===== config.mk =====
export PLATFORM = sky130hd
export DESIGN_NAME = tfe_steps
export DESIGN_NICKNAME = d
export VERILOG_FILES = /design/src/tfe_pkg.sv /design/src/tfe_steps.sv
export SDC_FILE = /design/constraint.sdc
export NUM_CORES = 1
export LEC_CHECK = 0
export BUFFER_PORTS_ARGS = -buffer_cell sky130_fd_sc_hd__buf_2
export CAP_MARGIN = 10
export CELL_PAD_IN_SITES_DETAIL_PLACEMENT = 0
export CELL_PAD_IN_SITES_GLOBAL_PLACEMENT = 1
export CORE_ASPECT_RATIO = 1.5
export CORE_UTILIZATION = 40
export DETAILED_ROUTE_END_ITERATION = 7
export PLACE_DENSITY = 0.67
export SLEW_MARGIN = 10
export SYNTH_ARGS = -nofsm -noshare
export SYNTH_HDL_FRONTEND = slang
export SYNTH_SLANG_ARGS = --single-unit

===== constraint.sdc =====
create_clock -name i_clk -period 8 [get_ports i_clk]
set_clock_uncertainty 0.2 [all_clocks]
set_input_delay 0.4 -clock i_clk [delete_from_list [all_inputs] [get_ports i_clk]]
set_output_delay 0.4 -clock i_clk [all_outputs]
set_load 0.02 [all_outputs]

===== src/tfe_pkg.sv =====
// ============================================================================
// Easing evaluator package
// Shared widths, fixed-point types, register codes and rounding helpers.
// ============================================================================
`default_nettype none

package tfe_pkg;

    // Newton steps used to invert the x curve.
    localparam int NEWTON_ITERATIONS = 8;
    // Fraction bits of the progress, control point and result words.
    localparam int FRAC_BITS         = 16;
    // Fraction bits of the internal Bezier arithmetic.
    localparam int WBITS             = 24;
    localparam int UP_SHIFT          = WBITS - FRAC_BITS;
    // Quotient bits of the stepped-mode divider.
    localparam int STEP_DIV_BITS     = FRAC_BITS;

    // Pipeline depths of the parts of the block.
    localparam int EVAL_STAGES   = 3;
    localparam int NEWTON_STAGES = EVAL_STAGES + WBITS + 2;
    localparam int STEPS_STAGES  = STEP_DIV_BITS + 4;
    localparam int LATENCY       = STEPS_STAGES + NEWTON_ITERATIONS * NEWTON_STAGES
                                   + EVAL_STAGES + 1;

    typedef logic signed [31:0] t_q24;
    typedef logic signed [63:0] t_prod;

    localparam t_q24        ONE_W     = t_q24'(longint'(1) << WBITS);
    localparam t_q24        RESID_EPS = t_q24'(17);
    localparam logic [16:0] ONE_IO    = 17'(1 << FRAC_BITS);
    localparam t_q24        EASE_LIM  = t_q24'(8 << FRAC_BITS);

    typedef enum logic [1:0] {
        POS_JUMP_START = 2'd0,
        POS_JUMP_END   = 2'd1,
        POS_JUMP_NONE  = 2'd2,
        POS_JUMP_BOTH  = 2'd3
    } t_step_pos;

    typedef enum logic [2:0] {
        REG_CURVE_MODE    = 3'd0,
        REG_CTRL_X1       = 3'd1,
        REG_CTRL_Y1       = 3'd2,
        REG_CTRL_X2       = 3'd3,
        REG_CTRL_Y2       = 3'd4,
        REG_STEP_COUNT    = 3'd5,
        REG_STEP_POSITION = 3'd6
    } t_reg_idx;

    // Context that travels with each word down the pipeline.
    typedef struct packed {
        logic        mode;
        logic        done;
        t_q24        tw;
        t_q24        u;
        logic [16:0] sres;
    } t_ctx;

    // Round a double-width product back to Q24, ties towards plus infinity.
    function automatic t_q24 rnd_w(input t_prod x);
        t_prod s;
        s = (x + (t_prod'(1) <<< (WBITS - 1))) >>> WBITS;
        return t_q24'(s);
    endfunction

    // Signed product of two Q24 words.
    function automatic t_prod mul(input t_q24 a, input t_q24 b);
        return t_prod'(a) * t_prod'(b);
    endfunction

endpackage

`default_nettype wire


===== src/tfe_steps.sv =====
// ============================================================================
// Easing evaluator front end
// Clamps the progress, builds the word context and computes the stepped
// result with a pipelined restoring divider.
// ============================================================================
`default_nettype none

module tfe_steps (
    input  wire logic          i_clk,
    input  wire logic          i_rst_n,
    input  wire logic          i_valid,
    input  wire logic signed [18:0] i_progress,
    input  wire logic          i_mode,
    input  wire logic [9:0]    i_step_count,
    input  wire logic [1:0]    i_step_position,
    output logic               o_valid,
    output tfe_pkg::t_ctx      o_ctx
);
    import tfe_pkg::*;

    localparam int ND = STEP_DIV_BITS;

    logic        r_v0, r_v1;
    logic [16:0] r_t;
    logic [9:0]  r_n;
    t_step_pos   r_pos;
    t_ctx        r_ctx0, r_ctx1;
    logic [10:0] r_i, r_den;

    logic [16:0] n_t;
    logic [9:0]  n_n;
    t_ctx        n_ctx0;
    logic [25:0] n_prod;
    logic [10:0] n_i, n_den;
    logic [26:0] n_num;

    logic        r_valid [0:ND];
    t_ctx        r_ctx   [0:ND];
    logic [10:0] r_rem   [0:ND];
    logic [15:0] r_low   [0:ND];
    logic [15:0] r_quo   [0:ND];
    logic [11:0] r_d2    [0:ND];
    logic        r_full  [0:ND];
    logic        r_zero  [0:ND];

    logic [11:0] n_sh  [1:ND];
    logic        n_ge  [1:ND];
    logic [10:0] n_rem [1:ND];

    t_ctx        n_ctx_out;

    // Clamp the progress and build the context of the word.
    always_comb begin
        if (i_progress < 19'sd0) begin
            n_t = 17'd0;
        end else if (i_progress > $signed({2'b00, ONE_IO})) begin
            n_t = ONE_IO;
        end else begin
            n_t = i_progress[16:0];
        end
        n_n           = (i_step_count == 10'd0) ? 10'd1 : i_step_count;
        n_ctx0.mode   = i_mode;
        n_ctx0.done   = 1'b0;
        n_ctx0.tw     = t_q24'(n_t) <<< UP_SHIFT;
        n_ctx0.u      = t_q24'(n_t) <<< UP_SHIFT;
        n_ctx0.sres   = 17'd0;
    end

    // Step index and divisor from the jump position.
    always_comb begin
        n_prod = 26'(r_t) * 26'(r_n);
        n_i    = {1'b0, n_prod[25:16]};
        if (r_pos == POS_JUMP_START || r_pos == POS_JUMP_BOTH) begin
            n_i = n_i + 11'd1;
        end
        case (r_pos)
            POS_JUMP_NONE: n_den = (r_n > 10'd1) ? {1'b0, r_n - 10'd1} : 11'd1;
            POS_JUMP_BOTH: n_den = {1'b0, r_n} + 11'd1;
            default:       n_den = {1'b0, r_n};
        endcase
    end

    // Rounded quotient numerator: 2*i*one + denom over 2*denom.
    assign n_num = {r_i[9:0], 17'd0} + 27'(r_den);

    // One quotient bit per stage.
    always_comb begin
        for (int k = 1; k <= ND; k++) begin
            n_sh[k]  = {r_rem[k-1], r_low[k-1][15]};
            n_ge[k]  = n_sh[k] >= r_d2[k-1];
            n_rem[k] = n_ge[k] ? 11'(n_sh[k] - r_d2[k-1]) : n_sh[k][10:0];
        end
    end

    // Final selection of the stepped result.
    always_comb begin
        n_ctx_out = r_ctx[ND];
        if (r_full[ND]) begin
            n_ctx_out.sres = ONE_IO;
        end else if (r_zero[ND]) begin
            n_ctx_out.sres = 17'd0;
        end else begin
            n_ctx_out.sres = {1'b0, r_quo[ND]};
        end
    end

    // Valid bits.
    always_ff @(posedge i_clk) begin
        if (!i_rst_n) begin
            r_v0    <= 1'b0;
            r_v1    <= 1'b0;
            o_valid <= 1'b0;
            for (int k = 0; k <= ND; k++) begin
                r_valid[k] <= 1'b0;
            end
        end else begin
            r_v0       <= i_valid;
            r_v1       <= r_v0;
            r_valid[0] <= r_v1;
            for (int k = 1; k <= ND; k++) begin
                r_valid[k] <= r_valid[k-1];
            end
            o_valid <= r_valid[ND];
        end
    end

    // Payload.
    always_ff @(posedge i_clk) begin
        r_t       <= n_t;
        r_n       <= n_n;
        r_pos     <= t_step_pos'(i_step_position);
        r_ctx0    <= n_ctx0;
        r_i       <= n_i;
        r_den     <= n_den;
        r_ctx1    <= r_ctx0;
        r_ctx[0]  <= r_ctx1;
        r_full[0] <= r_i >= r_den;
        r_zero[0] <= r_i == 11'd0;
        r_rem[0]  <= n_num[26:16];
        r_low[0]  <= n_num[15:0];
        r_quo[0]  <= 16'd0;
        r_d2[0]   <= {r_den, 1'b0};
        for (int k = 1; k <= ND; k++) begin
            r_ctx[k]  <= r_ctx[k-1];
            r_full[k] <= r_full[k-1];
            r_zero[k] <= r_zero[k-1];
            r_rem[k]  <= n_rem[k];
            r_low[k]  <= {r_low[k-1][14:0], 1'b0};
            r_quo[k]  <= {r_quo[k-1][14:0], n_ge[k]};
            r_d2[k]   <= r_d2[k-1];
        end
        o_ctx <= n_ctx_out;
    end

endmodule

`default_nettype wire


### After elaboration in Yosys (flattened, before gate mapping)

Memories as Yosys holds them, arrays and structs flattened. A register that Yosys moved wholly into a read port is not among the register bits.
Cells that the tools add are included.

* add/subtract/negate cells: 20
* $mul: 1
* div/mod/pow operators: 0
* $lt $le $gt $ge: 20
* equal/unequal tests: 2
* shift operators: 0
* multiplexer cells: 39
* bitwise gates (word level): 17
* reductions and logical operators: 7

Operator list (count)
* greater-or-equal comparator 12 bit: 16
* two-way mux 11 bit: 16
* subtractor 11 bit: 16
* adder 27 x 11 -> 27 bit: 1
* multiplier 17 x 10 -> 26 bit: 1
* adder 10 x 1 -> 11 bit, second input constant: 2
* one-hot mux 11 bit (2 select lines): 1
* two-way mux 10 bit: 2
* greater-than comparator 19 x 18 -> 1 bit, second input constant: 1
* < comparator 19 x 1 -> 1 bit, second input constant: 1
* two-way mux 1 bit: 19
* two-way mux 17 bit: 1
* OR 1 bit: 17
* greater-or-equal comparator 11 bit: 1
* zero test 11 bit: 1
* greater-than comparator 10 x 1 -> 1 bit, second input constant: 1
* zero test 10 bit: 1
* subtractor 10 x 1 -> 10 bit, second input constant: 1
* equality test 2 bit, second input constant: 2
* OR reduction 2 bit: 2
* zero test 2 bit: 1
* zero test 1 bit: 1
* logical OR 1 bit: 1

* flip-flop bits (word level): 73
* bits in latches: 0
* RAM bits: 2397
* ROM bits: 0
* output and inout port bits: 84
* logic and storage cells: 127
* memories kept: 8

Memories
* r_ctx: words 17, width 83, rd ports 17, clocked after Yosys merged registers in 1, wr ports 17, RTL line tfe_steps.sv:38 `t_ctx r_ctx [0:ND];`
* r_low: words 17, width 16, rd ports 16, clocked after Yosys merged registers in 0, wr ports 17, RTL line tfe_steps.sv:40 `logic [15:0] r_low [0:ND];`
* r_quo: words 17, width 16, rd ports 17, clocked after Yosys merged registers in 1, wr ports 17, RTL line tfe_steps.sv:41 `logic [15:0] r_quo [0:ND];`
* r_d2: words 17, width 12, rd ports 16, clocked after Yosys merged registers in 0, wr ports 17, RTL line tfe_steps.sv:42 `logic [11:0] r_d2 [0:ND];`
* r_rem: words 17, width 11, rd ports 16, clocked after Yosys merged registers in 0, wr ports 17, RTL line tfe_steps.sv:39 `logic [10:0] r_rem [0:ND];`
* r_full: words 17, width 1, rd ports 17, clocked after Yosys merged registers in 0, wr ports 17, RTL line tfe_steps.sv:43 `logic r_full [0:ND];`
* +2 memories

### Logic depth before layout (Yosys ltp)

Gate-level depths: netlist of the first run.

* depth after elaboration: 3
* gate-level depth with buffers: 27

### Worst setup path after synthesis of the first run

OpenSTA, ideal clock, no wires.

* path type: register to register
* start: register r_n[3]
* end: register r_i[9]
* library setup time: 0.127 ns
* data arrival time: 6.119 ns
* required time: 7.673 ns
* path slack: 1.554 ns
* cell stages (with the launch flop): 26
* path through: dfxtp_1 -> clkbuf_1 -> clkbuf_1 -> buf_1 -> nand2_1 -> fa_1 -> inv_1 -> fa_1 -> inv_1 -> fa_1 -> inv_1 -> fa_1 -> inv_1 -> fa_1 -> inv_1 -> ha_1 -> clkbuf_8 -> a311o_2 -> o211ai_1 -> a31oi_4 -> o22a_4 -> a21oi_2 -> xor2_1 -> o31a_1 -> o221ai_2 -> xor2_1

* word-level cells in the longest chain between the ends: 3

Ends and longest elaborated chain
* start: declaration: RTL line tfe_steps.sv:25 `logic [9:0] r_n;`
* start signal: assignment: RTL line tfe_steps.sv:130 `r_n <= n_n;`
* multiplier 17 x 10 -> 26 bit (*): RTL line tfe_steps.sv:71 `n_prod = 26'(r_t) * 26'(r_n);`
* adder 10 x 1 -> 11 bit: RTL line tfe_steps.sv:74 `n_i = n_i + 11'd1;`
* two-way mux 10 bit (*): RTL line tfe_steps.sv:73 `if (r_pos == POS_JUMP_START || r_pos == POS_JUMP_BOTH) begin`
* net n_i[9]: RTL line tfe_steps.sv:34 `logic [10:0] n_i, n_den;`
* end signal: assignment: RTL line tfe_steps.sv:133 `r_i <= n_i;`
* end: declaration: RTL line tfe_steps.sv:28 `logic [10:0] r_i, r_den;`

Mark *: on every way through the listed nets, which the timed path passes. The rest lies on a longest branch.
A chain may end at the register's enable or synchronous reset.

### Final worst setup path of the first run

* start: register r_n[9]
* end: register r_i[9]

The elaborated chain is that of the path after synthesis.

==> flow_summary_export.csv, run 1 <==
group,metric,value,unit
cells_and_area,final_common_cell,"dfxtp_1",
synth,synth_edf_count,0,
run,drv_cap,0,
synth,synth_cells,2961,
detailed_routing,drt_iter0_drc,555,
floorplan,pin_count,119,
global_routing,antenna_found_initial,0,
clock_tree,cts_made_buffers,88,
detailed_routing,antenna_left,0,
timing,setup_tns,0,ps
cells_and_area,final_nets,3528,
global_routing,first_global_vias,21300,
outcome,status,"finished, final reports clean",
synth,syn-cell-area,34200,um^2
timing,grt_setup_unrepaired,"false",
global_routing,grt_max_degree,27,
synth,synth_cell_types,78,
power,power_density,378,nW/um^2
cells_and_area,layout_common_cells,"dfxtp_1 (937), inv_1 (377), ha_1 (248), nand2_1 (166), and2_1 (137)",
global_routing,grt_use_total,14.9,%
timing,fin_crit,6700,ps
timing,finalSetupViolations,0,
global_routing,grt-ovfl-total,0,
synth,synthFlopType,"dfxtp_1",
power,leakagePower,18.2,nW
worst_hold_path,hold_path.class,"in2reg",
floorplan,start_util,40.3,%
synth,synth-seq-area-share,54.8,%
clock_tree,cts_tree,"done",
timing,max_slew_margin,22.4,%
detailed_routing,viasPerCell,4.55,
synth,avgSynthCellArea,11.6,um^2
detailed_routing,drc,0,
critical_path,critPathArrivalTime,7020,ps
detailed_routing,post_drt_wl_per_cell,14.3,um
floorplan,core,84900,um^2
clock_tree,clk_latency,670,ps
cells_and_area,diodes,0,
detailed_routing,via_count,19700,
timing,period_share,83.7,%
detailed_routing,firstDrtPassIters,4,
cells_and_area,n_fill_cell,7842,
global_routing,grt_pass1_wl,103000,um
critical_path,critical_path_class,"reg2reg",
power,power,14.9,mW
floorplan,fp.dieH,360,um
floorplan,die-width,241,um
clock_tree,cts_sinks,937,
synth,async_reset_ff_share,0,%
cells_and_area,drive_gt1_share,11.9,%
timing,finalHoldViolations,0,
timing,fmaxAchievable,0.149,GHz
synth,synth-seq-cells,937,
placement,portBuffers,87,
floorplan,num_rows,131,
placement,finalWeightedCongestion,0.850,
cells_and_area,areaGrowthSynthToFinish,14.8,%
clock_tree,cts_repair_resize_count,0,
critical_path,critPathCaptureType,"flip-flop",
clock_tree,clkTransAtPathRegs,60,ps
timing,slew_violations,0,
clock_tree,clk_path_buf_depth,3,
power,ir_worst_vdd,241,uV
critical_path,crit_path_start_kind,"flip-flop",
synth,ys.warnings.count,0,
clock_tree,clockRootBuffer,"clkbuf_16",
placement,dp_hpwl,45600,um
timing,tightest_slew,1160,ps
critical_path,cp.required,8320,ps
detailed_routing,wirelength,61800,um
critical_path,crit_fanout,22,
clock_tree,h-tree-depth,3,
floorplan,die-area,86800,um^2
-- where the power goes --
part / switching, mW / internal, mW
combinational: 2.18 / 2.15
clock: 1.81 / 2.58
sequential: 0.432 / 5.71
total: 4.43 / 10.4
-- cells in the mapped netlist (13+ instances only) --
master | instances | area (um^2)
dfxtp_1 | 937 | 18800
inv_1 | 377 | 1420
ha_1 | 248 | 3100
nand2_1 | 166 | 623
and2_1 | 137 | 857
fa_1 | 131 | 2620
mux2_2 | 103 | 1160
nor2_1 | 83 | 312
o21ai_0 | 80 | 400
a21o_1 | 74 | 556
xor2_1 | 70 | 613
a21oi_1 | 54 | 270
xnor2_1 | 54 | 473
buf_4 | 48 | 360
clkbuf_1 | 41 | 154
nor2b_1 | 34 | 213
nand4_1 | 31 | 194
nand2b_1 | 30 | 188
nor3_1 | 29 | 145
mux2i_1 | 25 | 250
a21boi_0 | 15 | 113
buf_2 | 14 | 70.1
nand3_1 | 14 | 70.1
a31oi_1 | 13 | 81.3
-- final cells by class --
cell class | count | area [um^2] | share of cell area [%]
inverter | 377 | 1420 | 3.60
tap | 1130 | 1410 | 3.60
clock inverter | 53 | 822 | 2.09
clock buffer | 109 | 2340 | 5.96
timing repair buffer | 151 | 1040 | 2.64
multi-input combinational | 1559 | 13500 | 34.4
sequential | 937 | 18800 | 47.7
-- cell families after synthesis --
group           count (synthesis)  synth area share (%)
other cells                     1                0.0110
simple gates                  572                  8.63
buf+inv                       495                  6.06
flops                         937                  54.8
fa+ha+maj                     379                  16.7
xor+xnor                      125                  3.25
compound gates                324                  6.40
mux                           128                  4.12
-- sequential cells by signal, indices dropped and copies added, names as in the netlist, 18 cells and up --
name and flops:
r_quo 136, r_ctx 306, o_ctx 35, r_rem 170, r_ctx1 18, r_ctx0 18
r_low 120, r_d2 46
-- layer usage --
metal | up-vias | GRT usage (%) | part of all wire (%)
met5 | - | 0 | 0
met4 | 0 | 7.88 | 4.7
li1 | 9771 | - | -
met1 | 9434 | 14.7 | 37
met2 | 287 | 28.8 | 55
met3 | 162 | 2.72 | 3.2
-- metrics by stage --
stage	utilization, %	hold WS [ps]	std cells	area, um^2	setup slack (ps)
finish	46.3	51.8	4316	39300	1300
global route	46.3	62.4	4316	39300	978
CTS	46.3	3.98	4314	39300	1320
detailed placement	42.0	112	4104	35600	1360
global placement	42.0	110	4104	35600	1510
floorplan	-	110	2991	34300	1550
-- final timing paths --
| kind | cells past startpoint | slack (ps) | startpoint | end |
|---|---|---|---|---|
| setup / recovery | 20 | 1300 | r_n[9] | r_i[9] |
| hold / removal | 3 | 50 | i_progress[16] | r_ctx0[57] |
| setup reg to reg | 20 | 1300 | r_n[9] | r_i[9] |
| hold reg to reg | 0 | 110 | r_ctx[8][64] | r_ctx[9][64] |
-- timing repair --
action	4_1_cts	5_1_grt
endpoints found under the setup margin	0	0
setup buffers	0	0
hold buffers	48	1
endpoints found under the hold margin	50	1
-- worst max-delay path, stage by stage, from the launching register on --
cell       delay [ps]
dfxtp_1           860
nand2_1           170
fa_1              550
fa_1              570
inv_1              70
fa_1              520
fa_1              550
inv_1              50
fa_1              540
inv_1              40
ha_1              330
a211oi_1          260
o21ai_0           140
o2111ai_1         160
nand3_1           180
xor2_1            300
and4bb_2          360
nand3_4           110
o31ai_1           270
o221ai_2          150
xor2_1            170
Power figures use the tool's default switching activity.
==> run 2, diff against run 1 <==
clock period = 6.4 ns   (was 8 ns; I/O delays follow)
==> flow_summary_export.csv, run 2 (synthesis gave the netlist of run 1 again) <==
group,metric,value,unit
outcome,status,"finished, final reports clean",
timing,setup_tns,0,ps
clock_tree,clkTransAtPathRegs,60,ps
placement,dp_hpwl,46800,um
critical_path,cp_common_cell,"fa_1",
timing,max_slew_margin,22.6,%
global_routing,grt_max_degree,24,
cells_and_area,largest_reg_flops,306,
cells_and_area,regArea,18800,um^2
placement,portBuffers,87,
global_routing,grt_use_total,14.9,%
timing,fin_crit,6130,ps
placement,finalWeightedCongestion,0.857,
clock_tree,clk_latency,650,ps
cells_and_area,layout_common_cells,"dfxtp_1 (919), inv_1 (377), ha_1 (247), nand2_1 (166), and2_1 (137)",
power,power_density,469,nW/um^2
detailed_routing,wirelength,62100,um
cells_and_area,drive_gt1_share,13.1,%
run,drv_cap,0,
floorplan,start_util,40.3,%
cells_and_area,n_fill_cell,7894,
global_routing,antenna_found_initial,2,
floorplan,die-width,241,um
worst_hold_path,hold_path.class,"reg2reg",
worst_hold_path,hold_depth,0,
detailed_routing,drc,0,
cells_and_area,areaGrowthSynthToFinish,15.2,%
critical_path,slowest_delay,600,ps
critical_path,r2r_cells,21,
cells_and_area,final_common_cell,"dfxtp_1",
critical_path,crit_path_start_kind,"flip-flop",
critical_path,path_buf_inv,3,
power,leakagePower,18.3,nW
cells_and_area,regMostFlops,"r_ctx",
detailed_routing,firstDrtPassIters,5,
detailed_routing,post_drt_wl_per_cell,14.3,um
global_routing,first_global_vias,21300,
timing,period_share,95.9,%
critical_path,cp.depth,21,
timing,finalSetupViolations,0,
timing,tightest_slew,1150,ps
cells_and_area,multi_input_area,13500,um^2
detailed_routing,drt_iter0_drc,625,
timing,fmaxAchievable,0.163,GHz
detailed_routing,antenna_left,0,
cells_and_area,final_nets,3547,
clock_tree,cts_sinks,937,
clock_tree,cts_made_buffers,87,
global_routing,grt_pass1_wl,103000,um
timing,finalHoldViolations,0,
clock_tree,h-tree-depth,3,
global_routing,grt-ovfl-total,0,
power,power,18.5,mW
clock_tree,cts_tree,"done",
clock_tree,clk_path_buf_depth,3,
detailed_routing,via_count,19700,
floorplan,pin_count,119,
power,ir_worst_vdd,335,uV
critical_path,critical_path_class,"reg2reg",
critical_path,crit_fanout,11,
clock_tree,clockRootBuffer,"clkbuf_16",
critical_path,slowest_stage,"fa_1",
floorplan,die-area,86800,um^2
floorplan,num_rows,131,
floorplan,fp.dieH,360,um
critical_path,critPathArrivalTime,6480,ps
detailed_routing,viasPerCell,4.54,
critical_path,cp_top_family,"adder cells",
floorplan,core,84900,um^2
timing,slew_violations,0,
critical_path,cp.required,6740,ps
critical_path,critPathCaptureType,"flip-flop",
cells_and_area,reg_top3,"r_ctx: 306 flops, r_rem: 170 flops, r_quo: 136 flops",
critical_path,worstPathCellList,"and2_1 -> fa_1 -> fa_1 -> fa_1 -> fa_1 -> inv_1 -> fa_1 -> inv_1 -> ha_1 -> nand3_1 -> a211oi_1 -> a22oi_1 -> nand3_1 -> xor2_1 -> buf_4 -> ha_1 -> nand4_1 -> a21oi_1 -> xor2_1 -> nor2_1 -> xnor2_1",
-- run 2: changes by cell type in the layout (fill, tap and decap cells not counted), sizes merged --
cell | before | now
inv | 384 | 379
buf | 102 | 120
bufinv | 14 | 13
clkinvlp | 6 | 9
diode | 0 | 1
dlygate4sd3 | 49 | 51
clkinv | 26 | 25
clkbuf | 109 | 107
-- run 2: metal layers --
metal / track usage (%) / up-vias / share of wire [%]
met1: 14.7 / 9343 / 37
met3: 2.84 / 175 / 3.8
met4: 8.74 / 0 / 5.5
li1: - / 9817 / -
met5: 0 / - / 0
met2: 28.3 / 321 / 54
-- run 2: timing repair --
item / 4_1_cts / 5_1_grt
gates resized for setup: 0 / 24
endpoints found under the setup margin: 0 / 6
hold buffers: 51 / 0
hold endpoints to repair: 50 / 0
buffers inserted: 0 / 1
-- run 2: cell type report --
type                            count  share of cell area [%]
Clock buffer                      107                    6.01
Sequential cell                   937                    47.6
Timing Repair Buffer              171                    3.03
Inverter                          377                    3.59
Antenna cell                        1                 0.00634
Clock inverter                     49                    1.83
Tap cell                         1130                    3.58
Multi-Input combinational cell   1559                    34.3
-- run 2: path summary, 6_finish.rpt --
kind	startpoint	to	slack, ps
max	r_ctx0[59]	r_i[4]	270
min	r_quo[8][1]	r_quo[9][2]	90
max reg2reg	r_ctx0[59]	r_i[4]	270
min reg2reg	r_quo[8][1]	r_quo[9][2]	90
-- run 2: power breakdown --
group / switching [mW] / internal, mW / leakage, nW
Sequential: 0.529 / 7.13 / 7.79
Clock: 2.23 / 3.19 / 1.49
Combinational: 2.73 / 2.69 / 9.02
-- run 2: through the flow --
stage | hold WS [ps] | worst slack (ps) | utilization [%] | std cells | area, um^2
after floorplan | 110 | 52.9 | - | 2991 | 34300
after global placement | 110 | 155 | 42.1 | 4122 | 35800
after detailed placement | 112 | 55.1 | 42.1 | 4122 | 35800
after CTS | 46.1 | 18.2 | 46.4 | 4329 | 39400
after global routing | 73.1 | -72.6 | 46.5 | 4330 | 39400
final | 88.1 | 265 | 46.5 | 4331 | 39400
-- run 2: worst register-to-register path, stage by stage, from the launching register on --
cell and delay [ps]:
dfxtp_1 530, and2_1 210, fa_1 450, fa_1 600, fa_1 550, fa_1 560, inv_1 60, fa_1 530
inv_1 40, ha_1 330, nand3_1 140, a211oi_1 280, a22oi_1 180, nand3_1 180, xor2_1 190, buf_4 140
ha_1 150, nand4_1 150, a21oi_1 210, xor2_1 160, nor2_1 60, xnor2_1 120
==> run 3, diff against run 2 <==
==> constraint.sdc (replaced) <==
create_clock -name i_clk -period 6.55 [get_ports i_clk]
set_clock_uncertainty 0.2 [all_clocks]
set_input_delay 1.31 -clock i_clk [delete_from_list [all_inputs] [get_ports i_clk]]
set_output_delay 1.31 -clock i_clk [all_outputs]
set_load 0.02 [all_outputs]
==> flow_summary_export.csv, run 3 (synthesis gave the netlist of run 1 again) <==
group,metric,value,unit
cells_and_area,regMostFlops,"r_ctx",
clock_tree,clk_path_buf_depth,3,
timing,period_share,94.9,%
placement,portBuffers,87,
detailed_routing,post_drt_wl_per_cell,14.4,um
timing,max_slew_margin,22.3,%
power,leakagePower,18.0,nW
critical_path,cp.required,6870,ps
global_routing,grt_pass1_wl,103000,um
global_routing,grt_max_degree,24,
placement,dp_cells,4122,
clock_tree,clockRootBuffer,"clkbuf_16",
critical_path,path_buf_inv,4,
cells_and_area,drive_gt1_share,13.4,%
cells_and_area,final_nets,3494,
clock_tree,cts_tree,"done",
clock_tree,post-cts-setup-buffer-count,0,
floorplan,die-width,241,um
cells_and_area,largest_reg_flops,306,
critical_path,cp_top_family,"adder cells",
cells_and_area,diodes,0,
floorplan,die-area,86800,um^2
floorplan,core,84900,um^2
clock_tree,cts_sinks,937,
critical_path,critPathCaptureType,"flip-flop",
cells_and_area,final_core_util,45.8,%
clock_tree,clkTransAtPathRegs,60,ps
floorplan,fp.dieH,360,um
cells_and_area,final_common_cell,"dfxtp_1",
critical_path,critical_path_class,"reg2reg",
timing,grt_setup_unrepaired,"false",
critical_path,crit_fanout,8,
global_routing,first_global_vias,20700,
cells_and_area,layout_common_cells,"dfxtp_1 (920), inv_1 (377), ha_1 (248), nand2_1 (166), and2_1 (137)",
clock_tree,ctsHoldBuffers,0,
outcome,status,"finished, final reports clean",
timing,fmaxAchievable,0.161,GHz
placement,dp_hpwl,47100,um
detailed_routing,firstDrtPassIters,4,
worst_hold_path,hold_path.class,"reg2reg",
critical_path,crit_path_start_kind,"flip-flop",
run,drv_cap,0,
floorplan,start_util,40.3,%
cells_and_area,reg_top3,"r_ctx: 306 flops, r_rem: 170 flops, r_quo: 136 flops",
timing,setup_tns,0,ps
critical_path,slowest_delay,560,ps
clock_tree,h-tree-depth,3,
timing,slew_violations,0,
timing,finalHoldViolations,0,
detailed_routing,drt_iter0_drc,599,
power,power_density,463,nW/um^2
floorplan,num_rows,131,
power,ir_worst_vdd,302,uV
critical_path,reg2reg_setup_slack,330,ps
critical_path,slowest_stage,"fa_1",
power,power,18.0,mW
timing,tightest_slew,1160,ps
critical_path,critPathArrivalTime,6530,ps
global_routing,antenna_found_initial,0,
placement,finalWeightedCongestion,0.813,
cells_and_area,n_fill_cell,7931,
critical_path,cp_common_cell,"fa_1",
clock_tree,cts_made_buffers,86,
detailed_routing,via_count,19400,
timing,finalSetupViolations,0,
floorplan,pin_count,119,
global_routing,grt_use_total,14.9,%
detailed_routing,drc,0,
detailed_routing,viasPerCell,4.53,
timing,fin_crit,6220,ps
cells_and_area,areaGrowthSynthToFinish,13.6,%
clock_tree,clk_latency,660,ps
cells_and_area,fin_cells,4283,
detailed_routing,antenna_left,0,
clock_tree,cts_repair_resize_count,0,
critical_path,worstPathCellList,"buf_4 -> nand2_1 -> fa_1 -> inv_1 -> fa_1 -> fa_1 -> fa_1 -> inv_1 -> fa_1 -> inv_1 -> ha_1 -> nand2_1 -> a2111oi_4 -> o211ai_2 -> a31oi_4 -> o22a_4 -> xor2_4 -> nand3_4 -> o31ai_1 -> o221ai_2 -> xor2_1",
global_routing,grt-ovfl-total,0,
detailed_routing,wirelength,61800,um
==> run 3: where the power goes <==
group | internal (mW) | switching [mW] | total (mW)
Clock | 2.99 | 2.23 | 5.22
Combinational | 2.61 | 2.67 | 5.28
Sequential | 6.97 | 0.516 | 7.49
==> run 3: worst paths after layout <==
| path | from | endpoint | depth (start not counted) |
|---|---|---|---|
| worst min-delay path | r_quo[15][0] | r_quo[16][1] | 0 |
| worst max register to register | r_n[1] | r_i[9] | 21 |
| worst min register to register | r_quo[15][0] | r_quo[16][1] | 0 |
| worst max-delay path | r_n[1] | r_i[9] | 21 |
==> run 3: cell type report <==
type	count	area, um^2	share of cell area [%]
Clock buffer	107	2370	6.10
Timing Repair Buffer	119	676	1.74
Inverter	377	1420	3.64
Tap cell	1130	1410	3.64
Multi-Input combinational cell	1559	13500	34.8
Clock inverter	54	697	1.79
Sequential cell	937	18800	48.3
==> run 3: per-layer routing <==
| metal | share of wire, % | up-vias | global-route usage [%] |
|---|---|---|---|
| met4 | 3.7 | 0 | 6.64 |
| li1 | - | 9716 | - |
| met5 | 0 | - | 0 |
| met3 | 3.4 | 133 | 2.59 |
| met1 | 38 | 9253 | 15.3 |
| met2 | 55 | 285 | 28.8 |
==> run 3: stage by stage <==
stage               area, um^2  hold WS, ps  setup slack, ps
floorplan                34300          110              104
global placement         35800          110              218
detailed placement       35800          112              145
CTS                      38800         84.5              119
global route             38900          102             10.2
finish                   38900         92.3              332
